<file path="src/hdl/iclp_pkg.sv">
// ----------------------------------------------------------------------------
// iclp_pkg
// shared types and constants of the install command tlv parser
// ----------------------------------------------------------------------------
package iclp_pkg;

    localparam int HEADER_BYTES  = 5;
    localparam int MIN_ID_LENGTH = 5;
    localparam int MAX_ID_LENGTH = 16;

    localparam logic [8:0] POS_MAX = 9'd511;

    // command fields
    localparam logic [8:0] POS_P1 = 9'd2;
    localparam logic [8:0] POS_P2 = 9'd3;
    localparam logic [8:0] POS_LC = 9'd4;

    localparam logic [7:0] MODE_SELECTABLE = 8'h00;
    localparam logic [7:0] MODE_INSTALL    = 8'h02;

    localparam logic [7:0] TAG_APP_ID    = 8'h4F;
    localparam logic [7:0] TAG_MODULE_ID = 8'hCB;
    localparam logic [7:0] TAG_PARAMS    = 8'hC4;

    // byte roles
    localparam logic [2:0] ROLE_HEADER = 3'd0;
    localparam logic [2:0] ROLE_TAG    = 3'd1;
    localparam logic [2:0] ROLE_LENGTH = 3'd2;
    localparam logic [2:0] ROLE_APP    = 3'd3;
    localparam logic [2:0] ROLE_MODULE = 3'd4;
    localparam logic [2:0] ROLE_PARAM  = 3'd5;
    localparam logic [2:0] ROLE_SKIP   = 3'd6;
    localparam logic [2:0] ROLE_IGNORE = 3'd7;

    // error causes
    localparam logic [3:0] ERR_NONE      = 4'd0;
    localparam logic [3:0] ERR_MODE      = 4'd1;
    localparam logic [3:0] ERR_NO_DATA   = 4'd2;
    localparam logic [3:0] ERR_TRUNC     = 4'd3;
    localparam logic [3:0] ERR_OVERRUN   = 4'd4;
    localparam logic [3:0] ERR_ID_LENGTH = 4'd5;
    localparam logic [3:0] ERR_NO_APP    = 4'd6;
    localparam logic [3:0] ERR_NO_MODULE = 4'd7;
    localparam logic [3:0] ERR_SHORT     = 4'd8;

    // status codes
    localparam logic [1:0] ST_OK         = 2'd0;
    localparam logic [1:0] ST_BAD_P1P2   = 2'd1;
    localparam logic [1:0] ST_WRONG_DATA = 2'd2;

    // queue between front and back
    localparam int QUEUE_DEPTH = 4;
    localparam int QUEUE_AW    = $clog2(QUEUE_DEPTH);

    typedef enum logic [2:0] {
        PH_TAG    = 3'b001,
        PH_LENGTH = 3'b010,
        PH_VALUE  = 3'b100
    } t_phase;

    // one classified byte, as handed from front to back
    typedef struct packed {
        logic [2:0] role;
        logic [7:0] value;
        logic [7:0] vidx;
        logic       done;
        logic [3:0] cause;
        logic       install;
        logic [4:0] app_len;
        logic [4:0] mod_len;
        logic [7:0] poff;
        logic [7:0] plen;
        logic       pseen;
    } t_rec;

endpackage

</file>
<file path="src/hdl/iclp_front.sv">
// ----------------------------------------------------------------------------
// iclp_front
// header and tlv walker: labels each byte and tracks the command summary
// ----------------------------------------------------------------------------
module iclp_front (
    input  logic          i_clk,
    input  logic          i_rst_n,
    input  logic          i_valid,
    output logic          o_ready,
    input  logic [7:0]    i_byte,
    input  logic          i_last,
    input  logic          i_full,
    output logic          o_push,
    output iclp_pkg::t_rec o_rec
);
    import iclp_pkg::*;

    logic [8:0] r_pos,   n_pos;
    logic [7:0] r_decl,  n_decl;
    logic [7:0] r_mode,  n_mode;
    t_phase     r_phase, n_phase;
    logic [7:0] r_tag,   n_tag;
    logic [7:0] r_vrem,  n_vrem;
    logic [7:0] r_vpos,  n_vpos;
    logic [4:0] r_app,   n_app;
    logic [4:0] r_mod,   n_mod;
    logic [7:0] r_poff,  n_poff;
    logic [7:0] r_plen,  n_plen;
    logic       r_pseen, n_pseen;
    logic [3:0] r_err,   n_err;

    logic [8:0] off9;
    logic [7:0] remv;
    logic [7:0] vrem_dec;
    logic       is_id;
    logic       accept;
    logic [2:0] role;
    logic [7:0] vidx;
    logic [3:0] final_err;
    logic [9:0] end_pos;

    assign o_ready = !i_full;
    assign accept  = i_valid && !i_full;
    assign o_push  = accept;

    assign off9     = r_pos - 9'(HEADER_BYTES);
    assign remv     = r_decl - off9[7:0];
    assign is_id    = (r_tag == TAG_APP_ID) || (r_tag == TAG_MODULE_ID);
    assign vrem_dec = (r_vrem == 8'd0) ? 8'd0 : r_vrem - 8'd1;

    always_comb begin
        n_pos   = (r_pos != POS_MAX) ? r_pos + 9'd1 : r_pos;
        n_decl  = r_decl;
        n_mode  = r_mode;
        n_phase = r_phase;
        n_tag   = r_tag;
        n_vrem  = r_vrem;
        n_vpos  = r_vpos;
        n_app   = r_app;
        n_mod   = r_mod;
        n_poff  = r_poff;
        n_plen  = r_plen;
        n_pseen = r_pseen;
        n_err   = r_err;
        role    = ROLE_IGNORE;
        vidx    = 8'd0;

        if (r_pos < 9'(HEADER_BYTES)) begin
            role = ROLE_HEADER;
            if (r_pos == POS_P1) begin
                n_mode = i_byte;
                if (i_byte != MODE_SELECTABLE && i_byte != MODE_INSTALL &&
                    r_err == ERR_NONE) begin
                    n_err = ERR_MODE;
                end
            end else if (r_pos == POS_LC) begin
                n_decl = i_byte;
                if (i_byte == 8'd0 && r_err == ERR_NONE) begin
                    n_err = ERR_NO_DATA;
                end
            end
        end else if (off9 < {1'b0, r_decl} && r_err == ERR_NONE) begin
            case (r_phase)
                PH_TAG: begin
                    role  = ROLE_TAG;
                    n_tag = i_byte;
                    if (remv < 8'd2) begin
                        n_err = ERR_TRUNC;
                    end else begin
                        n_phase = PH_LENGTH;
                    end
                end
                PH_LENGTH: begin
                    role = ROLE_LENGTH;
                    if (i_byte > remv - 8'd1) begin
                        n_err = ERR_OVERRUN;
                    end else if (is_id && (i_byte < 8'(MIN_ID_LENGTH) ||
                                           i_byte > 8'(MAX_ID_LENGTH))) begin
                        n_err = ERR_ID_LENGTH;
                    end else begin
                        if (r_tag == TAG_APP_ID) begin
                            n_app = i_byte[4:0];
                        end else if (r_tag == TAG_MODULE_ID) begin
                            n_mod = i_byte[4:0];
                        end else if (r_tag == TAG_PARAMS) begin
                            n_poff  = off9[7:0] + 8'd1;
                            n_plen  = i_byte;
                            n_pseen = 1'b1;
                        end
                        if (i_byte == 8'd0) begin
                            n_phase = PH_TAG;
                        end else begin
                            n_phase = PH_VALUE;
                            n_vrem  = i_byte;
                            n_vpos  = 8'd0;
                        end
                    end
                end
                PH_VALUE: begin
                    if (r_tag == TAG_APP_ID) begin
                        role = ROLE_APP;
                    end else if (r_tag == TAG_MODULE_ID) begin
                        role = ROLE_MODULE;
                    end else if (r_tag == TAG_PARAMS) begin
                        role = ROLE_PARAM;
                    end else begin
                        role = ROLE_SKIP;
                    end
                    vidx   = r_vpos;
                    n_vpos = r_vpos + 8'd1;
                    n_vrem = vrem_dec;
                    if (vrem_dec == 8'd0) begin
                        n_phase = PH_TAG;
                    end
                end
                default: begin
                    n_phase = PH_TAG;
                end
            endcase
        end
    end

    // end-of-command checks, in priority order
    assign end_pos = {1'b0, r_pos} + 10'd1;

    always_comb begin
        final_err = n_err;
        if (n_err == ERR_NONE) begin
            if (r_pos <= POS_P1) begin
                final_err = ERR_TRUNC;
            end else if (r_pos == POS_P2) begin
                final_err = ERR_NO_DATA;
            end else if (end_pos < 10'(HEADER_BYTES) + {2'b00, n_decl}) begin
                final_err = ERR_SHORT;
            end else if (n_app == 5'd0) begin
                final_err = ERR_NO_APP;
            end else if (n_mod == 5'd0) begin
                final_err = ERR_NO_MODULE;
            end
        end
    end

    always_comb begin
        o_rec.role    = role;
        o_rec.value   = i_byte;
        o_rec.vidx    = vidx;
        o_rec.done    = i_last;
        o_rec.cause   = final_err;
        o_rec.install = (n_mode == MODE_INSTALL);
        o_rec.app_len = n_app;
        o_rec.mod_len = n_mod;
        o_rec.poff    = n_poff;
        o_rec.plen    = n_plen;
        o_rec.pseen   = n_pseen;
    end

    always_ff @(posedge i_clk) begin
        if (!i_rst_n || (accept && i_last)) begin
            r_pos   <= 9'd0;
            r_decl  <= 8'd0;
            r_mode  <= 8'd0;
            r_phase <= PH_TAG;
            r_tag   <= 8'd0;
            r_vrem  <= 8'd0;
            r_vpos  <= 8'd0;
            r_app   <= 5'd0;
            r_mod   <= 5'd0;
            r_poff  <= 8'd0;
            r_plen  <= 8'd0;
            r_pseen <= 1'b0;
            r_err   <= ERR_NONE;
        end else if (accept) begin
            r_pos   <= n_pos;
            r_decl  <= n_decl;
            r_mode  <= n_mode;
            r_phase <= n_phase;
            r_tag   <= n_tag;
            r_vrem  <= n_vrem;
            r_vpos  <= n_vpos;
            r_app   <= n_app;
            r_mod   <= n_mod;
            r_poff  <= n_poff;
            r_plen  <= n_plen;
            r_pseen <= n_pseen;
            r_err   <= n_err;
        end
    end

endmodule

</file>
<file path="src/hdl/iclp_queue.sv">
// ----------------------------------------------------------------------------
// iclp_queue
// short fifo of classified bytes between front and back
// ----------------------------------------------------------------------------
module iclp_queue (
    input  logic           i_clk,
    input  logic           i_rst_n,
    input  logic           i_push,
    input  iclp_pkg::t_rec i_rec,
    output logic           o_full,
    input  logic           i_pop,
    output logic           o_valid,
    output iclp_pkg::t_rec o_rec
);
    import iclp_pkg::*;

    t_rec                r_mem [QUEUE_DEPTH];
    logic [QUEUE_AW-1:0] r_wr, r_rd;
    logic [QUEUE_AW:0]   r_cnt;
    logic                do_pop;

    assign o_full  = (r_cnt == (QUEUE_AW + 1)'(QUEUE_DEPTH));
    assign o_valid = (r_cnt != '0);
    assign o_rec   = r_mem[r_rd];
    assign do_pop  = i_pop && o_valid;

    always_ff @(posedge i_clk) begin
        if (i_push) begin
            r_mem[r_wr] <= i_rec;
        end
    end

    always_ff @(posedge i_clk) begin
        if (!i_rst_n) begin
            r_wr  <= '0;
            r_rd  <= '0;
            r_cnt <= '0;
        end else begin
            if (i_push) begin
                r_wr <= r_wr + 1'b1;
            end
            if (do_pop) begin
                r_rd <= r_rd + 1'b1;
            end
            case ({i_push, do_pop})
                2'b10:   r_cnt <= r_cnt + 1'b1;
                2'b01:   r_cnt <= r_cnt - 1'b1;
                default: r_cnt <= r_cnt;
            endcase
        end
    end

endmodule

</file>
<file path="src/hdl/iclp_back.sv">
// ----------------------------------------------------------------------------
// iclp_back
// result stage: maps the cause to a status word and drives the output stream
// ----------------------------------------------------------------------------
module iclp_back (
    input  logic           i_clk,
    input  logic           i_rst_n,
    input  logic           i_valid,
    output logic           o_pop,
    input  iclp_pkg::t_rec i_rec,
    output logic           o_valid,
    input  logic           i_ready,
    output logic [2:0]     o_role,
    output logic [55:0]    o_data,
    output logic           o_done
);
    import iclp_pkg::*;

    logic        r_valid;
    logic [2:0]  r_role;
    logic [7:0]  r_value, r_vidx;
    logic        r_done;
    logic [1:0]  r_status;
    logic [3:0]  r_cause;
    logic        r_install;
    logic [4:0]  r_app, r_mod;
    logic [7:0]  r_poff, r_plen;
    logic        r_pseen;

    logic        load;
    logic [1:0]  status;

    assign load  = i_valid && (!r_valid || i_ready);
    assign o_pop = load;

    always_comb begin
        case (i_rec.cause)
            ERR_NONE: status = ST_OK;
            ERR_MODE: status = ST_BAD_P1P2;
            default:  status = ST_WRONG_DATA;
        endcase
    end

    always_ff @(posedge i_clk) begin
        if (!i_rst_n) begin
            r_valid <= 1'b0;
        end else if (load) begin
            r_valid <= 1'b1;
        end else if (i_ready) begin
            r_valid <= 1'b0;
        end
    end

    // summary fields read as zero except on the closing transfer
    always_ff @(posedge i_clk) begin
        if (load) begin
            r_role    <= i_rec.role;
            r_value   <= i_rec.value;
            r_vidx    <= i_rec.vidx;
            r_done    <= i_rec.done;
            r_status  <= i_rec.done ? status        : ST_OK;
            r_cause   <= i_rec.done ? i_rec.cause   : ERR_NONE;
            r_install <= i_rec.done & i_rec.install;
            r_app     <= i_rec.done ? i_rec.app_len : 5'd0;
            r_mod     <= i_rec.done ? i_rec.mod_len : 5'd0;
            r_poff    <= i_rec.done ? i_rec.poff    : 8'd0;
            r_plen    <= i_rec.done ? i_rec.plen    : 8'd0;
            r_pseen   <= i_rec.done & i_rec.pseen;
        end
    end

    assign o_valid = r_valid;
    assign o_role  = r_role;
    assign o_done  = r_done;
    assign o_data  = {6'd0, r_pseen, r_plen, r_poff, r_mod, r_app, r_install,
                      r_cause, r_status, r_vidx, r_value};

endmodule

</file>
<file path="src/hdl/install_command_tlv_parser.sv">
// ----------------------------------------------------------------------------
// install_command_tlv_parser
// labels each byte of an install command and reports its parse status
// ----------------------------------------------------------------------------
//  channel   dir  tdata                               tuser      tlast
//  s_axis    in   apdu_byte[7:0]                      -          last_byte
//  m_axis    out  byte_value..params_present (56 b)   byte_role  done_res
//
//  one byte per cycle sustained while the queue has room; a result is written into
//  the queue when its input transfers and is then loaded into the result register.
//  the four-entry queue lets the input keep flowing while the output stalls;
//  the input stalls only once the queue is full.
//  synchronous active-low reset clears the walker, queue and output valid.
//  the walker returns to its reset state after every last byte.
// ----------------------------------------------------------------------------
module install_command_tlv_parser (
    input  logic        i_clk,
    input  logic        i_rst_n,
    input  logic        i_s_axis_tvalid,
    output logic        o_s_axis_tready,
    input  logic [7:0]  i_s_axis_tdata,   // [7:0] apdu_byte
    input  logic        i_s_axis_tlast,
    output logic        o_m_axis_tvalid,
    input  logic        i_m_axis_tready,
    // [7:0] byte_value, [15:8] value_index, [17:16] status, [21:18] error_cause,
    // [22] install_mode, [27:23] app_id_length, [32:28] module_id_length,
    // [40:33] params_offset, [48:41] params_length, [49] params_present
    output logic [55:0] o_m_axis_tdata,
    output logic [2:0]  o_m_axis_tuser,   // [2:0] byte_role
    output logic        o_m_axis_tlast
);
    import iclp_pkg::*;

    t_rec front_rec;
    t_rec queue_rec;
    logic push, full, pop, q_valid;

    iclp_front u_front (
        .i_clk   (i_clk),
        .i_rst_n (i_rst_n),
        .i_valid (i_s_axis_tvalid),
        .o_ready (o_s_axis_tready),
        .i_byte  (i_s_axis_tdata),
        .i_last  (i_s_axis_tlast),
        .i_full  (full),
        .o_push  (push),
        .o_rec   (front_rec)
    );

    iclp_queue u_queue (
        .i_clk   (i_clk),
        .i_rst_n (i_rst_n),
        .i_push  (push),
        .i_rec   (front_rec),
        .o_full  (full),
        .i_pop   (pop),
        .o_valid (q_valid),
        .o_rec   (queue_rec)
    );

    iclp_back u_back (
        .i_clk   (i_clk),
        .i_rst_n (i_rst_n),
        .i_valid (q_valid),
        .o_pop   (pop),
        .i_rec   (queue_rec),
        .o_valid (o_m_axis_tvalid),
        .i_ready (i_m_axis_tready),
        .o_role  (o_m_axis_tuser),
        .o_data  (o_m_axis_tdata),
        .o_done  (o_m_axis_tlast)
    );

endmodule

</file>
<file path="config.mk">
export PLATFORM = sky130hd
export DESIGN_NAME = install_command_tlv_parser
export DESIGN_NICKNAME = d
export VERILOG_FILES = /design/src/hdl/iclp_pkg.sv /design/src/hdl/iclp_front.sv /design/src/hdl/iclp_queue.sv /design/src/hdl/iclp_back.sv /design/src/hdl/install_command_tlv_parser.sv
export SDC_FILE = /design/constraint.sdc
export NUM_CORES = 1
export LEC_CHECK = 0
export BUFFER_PORTS_ARGS = -buffer_cell sky130_fd_sc_hd__buf_2
export CAP_MARGIN = 20
export CORE_MARGIN = 1.5
export CORE_UTILIZATION = 54
export DETAILED_ROUTE_END_ITERATION = 7
export PLACE_DENSITY = 0.74
export SLEW_MARGIN = 20
export SYNTH_ARGS = -nofsm -noshare
export SYNTH_HDL_FRONTEND = slang
export SYNTH_SLANG_ARGS = --single-unit
</file>
<file path="constraint.sdc">
create_clock -name i_clk -period 14.1 [get_ports i_clk]
set_input_delay 0.705 -clock i_clk [delete_from_list [all_inputs] [get_ports i_clk]]
set_output_delay 0.705 -clock i_clk [all_outputs]
set_load 0.005 [all_outputs]
</file>
==> impl_results.md <==
- PwrDens: 165 nW/um^2
- Peak supply drop: 0.0000827 V
- 1st-iter DRT viols: 768
- CP Launch Type: flip-flop
- DRC viols: 0
- Lkg Pwr: 0.00629 uW
- Status: finished clean
- Synth Register Bits: 355
- Fmax: 149 MHz
- Die H: 175 microns
- Post-synth EDFFs: 262
- Hold Vio Cnt, Final: 0
- Crit path to: u_front.r_poff[1]$_SDFFE_PP0P_
- Setup ws final: 7400 ps
- PostCTS Resize Cnt: 0
- Synth cell types: 72
- Slowest CP cell: and3_1
- Routability-driven placement congestion ratio: 0.914
- Largest net degree at the start of global routing: 79
- Worst setup EP type: flip-flop
- Leading area contributor after synthesis: edfxtp_1
- Via count: 9569
- Rel. slew slack: 32.4%
- Most frequent cells after synthesis: 262 x edfxtp_1, 103 x nor2_1, 93 x dfxtp_1
- Number of global-route vias before repair: 9208
- Hold depth: 1
- Critical R2R Launch: u_front.r_pos[0]$_SDFFE_PP0P_
- CTS tree: yes
- Initial antenna violation count: 0
- Sequential fraction of the synthesis area: 61.2%
- Clock Tree Root: clkbuf_16
- Cell count after synthesis: 1180
- Share of the synthesized area in the top cell type: 49.5%
- Final setup viols: 0
- Maximum buffer depth of the clock tree: 3
- First-pass GRT wire length: 51.2 mm
- YS warnings: 0
- Inserted Clock Buffers: 36
- Clk slew on worst S/H paths: 60 ps
- RSZ-0062 raised after global routing: false
- ANT nets after route: 0
- Final Core Density: 61.2%
- Most frequent cell on the critical path: ha_1
- WL per Instance: 19.6 microns
- CP Class: reg -> reg
- Placed Area: 16600 sq um
- Post-route cell area: 17700 sq um
- Layout area overhead: 11.2%
- Most frequent cell after synthesis: edfxtp_1
- Fin crit period: 6700 ps
- Core area: 28900 sq um
- Critical-path cell list: inv_1 > ha_1 > nor2b_1 > nor3_1 > or2_2 > ha_1 > nand3b_1 > mux2i_1 > nor3_1 > nand3_1 > a2111oi_2 > nand2_1 > xnor2_1 > ha_1 > and4_1 > o31a_1 > a21oi_1 > and3_1 > mux2_2 > a32o_1
- Setup Skew: 17.0 ps
- Sequential cell area: 9730 sq um
- Row Count: 62
- Slew Limit Fails: 0
- RR Endpoint: u_front.r_poff[1]$_SDFFE_PP0P_
- Synth top area cells: edfxtp_1 49%, dfxtp_1 12%, mux4_2 7.2%
- Worst skew pair latency: 530 ps
- Initial DRT Pass Iterations: 5
- Dpl ws: 7480 ps
- Die X: 175 microns
- Port buffer count: 68
- Register-to-register setup slack: 7400 ps
- Worst reg2reg path depth: 20
- Total GRT Usage: 21.5%
- Primary FF master, synth: edfxtp_1
- Critical path startpoint: u_front.r_pos[0]$_SDFFE_PP0P_
- Layout fillers: 2205
- H-tree depth: 2
- Antenna diodes: 0
- Post-Synthesis Cell Area: 15900 sq um
- Quantity of hold-fixing buffers added after cts: 0
- Initial core utilization: 55.1%
- Max-cap violations: 0
- Worst Hold Class: in -> reg
- GRT overflow: 0
- Die ar.: 30500 sq um
- Crit path largest cell delay: 880 ps
- CP arrival: 7110 ps
- Worst Path Max Fanout: 18
- Dpl hpwl: 19.8 mm
- # clock sinks: 355
- Synthesized area per cell: 13.5 sq um
- Nets@finish: 1296
- WL final: 32.3 mm
- Number of vias per cell: 5.80
- Number of I/O pins: 75
- Setup Total Neg Slack: 0 ps
- Area of the multi-input gates: 5770 sq um
- Critical path required time: 14510 ps
- Worst-Margin Slew: 1010 ps
- Asr flop ratio synth: 0%
- Final period utilization: 47.5%
- Share of cells above drive strength 1: 18.1%
- Post-CTS setup buffers: 0
-- sequential cells by signal (all words and copies together) (netlist names), 8 cells and up, named ones only --
| register | cells |
|---|---|
| u_queue.r_mem | 208 |
| u_front.r_vpos | 8 |
| u_front.r_decl | 8 |
| u_front.r_pos | 9 |
| u_back.r_poff | 8 |
| u_front.r_poff | 8 |
| u_back.r_vidx | 8 |
| u_back.r_value | 8 |
| u_back.r_plen | 8 |
| u_front.r_vrem | 8 |
| u_front.r_plen | 8 |
| u_front.r_tag | 8 |
| u_front.r_mode | 8 |
-- layer usage --
layer | global-route usage, % | vias up | share of wire, %
li1 | - | 4529 | -
met1 | 30.3 | 4707 | 45
met2 | 35.1 | 275 | 47
met3 | 3.37 | 58 | 5.5
met4 | 5.88 | 0 | 2.3
met5 | 0 | - | 0
-- power breakdown --
part	switching, uW	total, uW	internal, uW
sequential	56.1	1410	1350
combinational	361	630	270
clock	383	884	501
-- worst max-delay path: cells and delay by family (launching register included) --
| kind | cells | cell delay (ps) |
|---|---|---|
| and+or+nand+nor | 9 | 2620 |
| DFF | 1 | 580 |
| AOI/OAI and AO/OA | 4 | 1480 |
| buffers and inverters | 1 | 180 |
| adders and majority gates | 3 | 970 |
| xor gates and xnor gates | 1 | 150 |
| muxes | 2 | 560 |
-- logic make-up (layout without fill, tap and decap cells) --
kind of cell | Yosys count | after routing | synth area share (%)
simple gates | 337 | 337 | 10.8
flops | 355 | 355 | 61.2
compound gates | 179 | 179 | 7.76
buf+inv | 105 | 186 | 2.79
xor+xnor | 43 | 43 | 2.37
mux | 116 | 116 | 11.5
fa+ha+maj | 44 | 44 | 3.56
other cells | 1 | 6 | 0.0236
-- final cells by class --
| type | count | share of cell area [%] |
|---|---|---|
| repair buffers | 82 | 2.52 |
| multi-input cells | 725 | 32.7 |
| clock inverters | 16 | 0.750 |
| well taps | 384 | 2.72 |
| clock buffers | 49 | 5.43 |
| flip-flops and latches | 355 | 55.1 |
| inverters | 39 | 0.828 |
-- cells in the final DEF (no fill, tap or decap), types with 6 or more instances in the layout --
cell type / Yosys / routed
a21oi_1: 42 / 41
or3_1: 11 / 11
inv_1: 39 / 39
a31oi_1: 6 / 6
ha_1: 42 / 42
and2_1: 14 / 14
dfxtp_1: 93 / 91
conb_1: 1 / 6
buf_2: 6 / 68
buf_4: 9 / 14
o31ai_1: 11 / 11
mux2_1: 6 / 6
mux2i_1: 40 / 40
nand3_1: 26 / 26
xor2_1: 22 / 22
and3_1: 17 / 13
nor3_1: 22 / 22
o21ai_0: 36 / 35
mux2_2: 19 / 19
clkinv_2: 0 / 7
nand2b_1: 13 / 13
clkbuf_1: 38 / 12
clkbuf_16: 0 / 36
mux4_2: 51 / 51
edfxtp_1: 262 / 262
nor2_1: 103 / 103
nor2b_1: 43 / 43
nand2_1: 53 / 52
xnor2_1: 21 / 21
a211oi_1: 16 / 16
o21a_1: 21 / 21
-- worst min-delay path by stage --
stage / start / to / slack [ps]
2_1_floorplan: u_front.r_pseen$_SDFFE_PP0P_ / u_front.r_pseen$_SDFFE_PP0P_ / 430
3_3_place_gp: u_front.r_pseen$_SDFFE_PP0P_ / u_front.r_pseen$_SDFFE_PP0P_ / 440
3_5_place_dp: u_front.r_pseen$_SDFFE_PP0P_ / u_front.r_pseen$_SDFFE_PP0P_ / 450
4_1_cts: i_s_axis_tlast / u_queue.r_mem[3][32]$_DFFE_PP_ / 400
5_1_grt: i_s_axis_tlast / u_queue.r_mem[0][32]$_DFFE_PP_ / 400
6_report: i_s_axis_tlast / u_queue.r_mem[1][32]$_DFFE_PP_ / 410
-- metrics by stage --
stage	power, uW	std cells	hold WS, ps
6_report	2920	1650	412
5_1_grt	3060	1650	400
3_5_place_dp	2070	1585	452
2_1_floorplan	1850	1185	429
3_3_place_gp	2050	1585	442
4_1_cts	2960	1650	395
No activity file was read; power rests on OpenSTA's default activity.
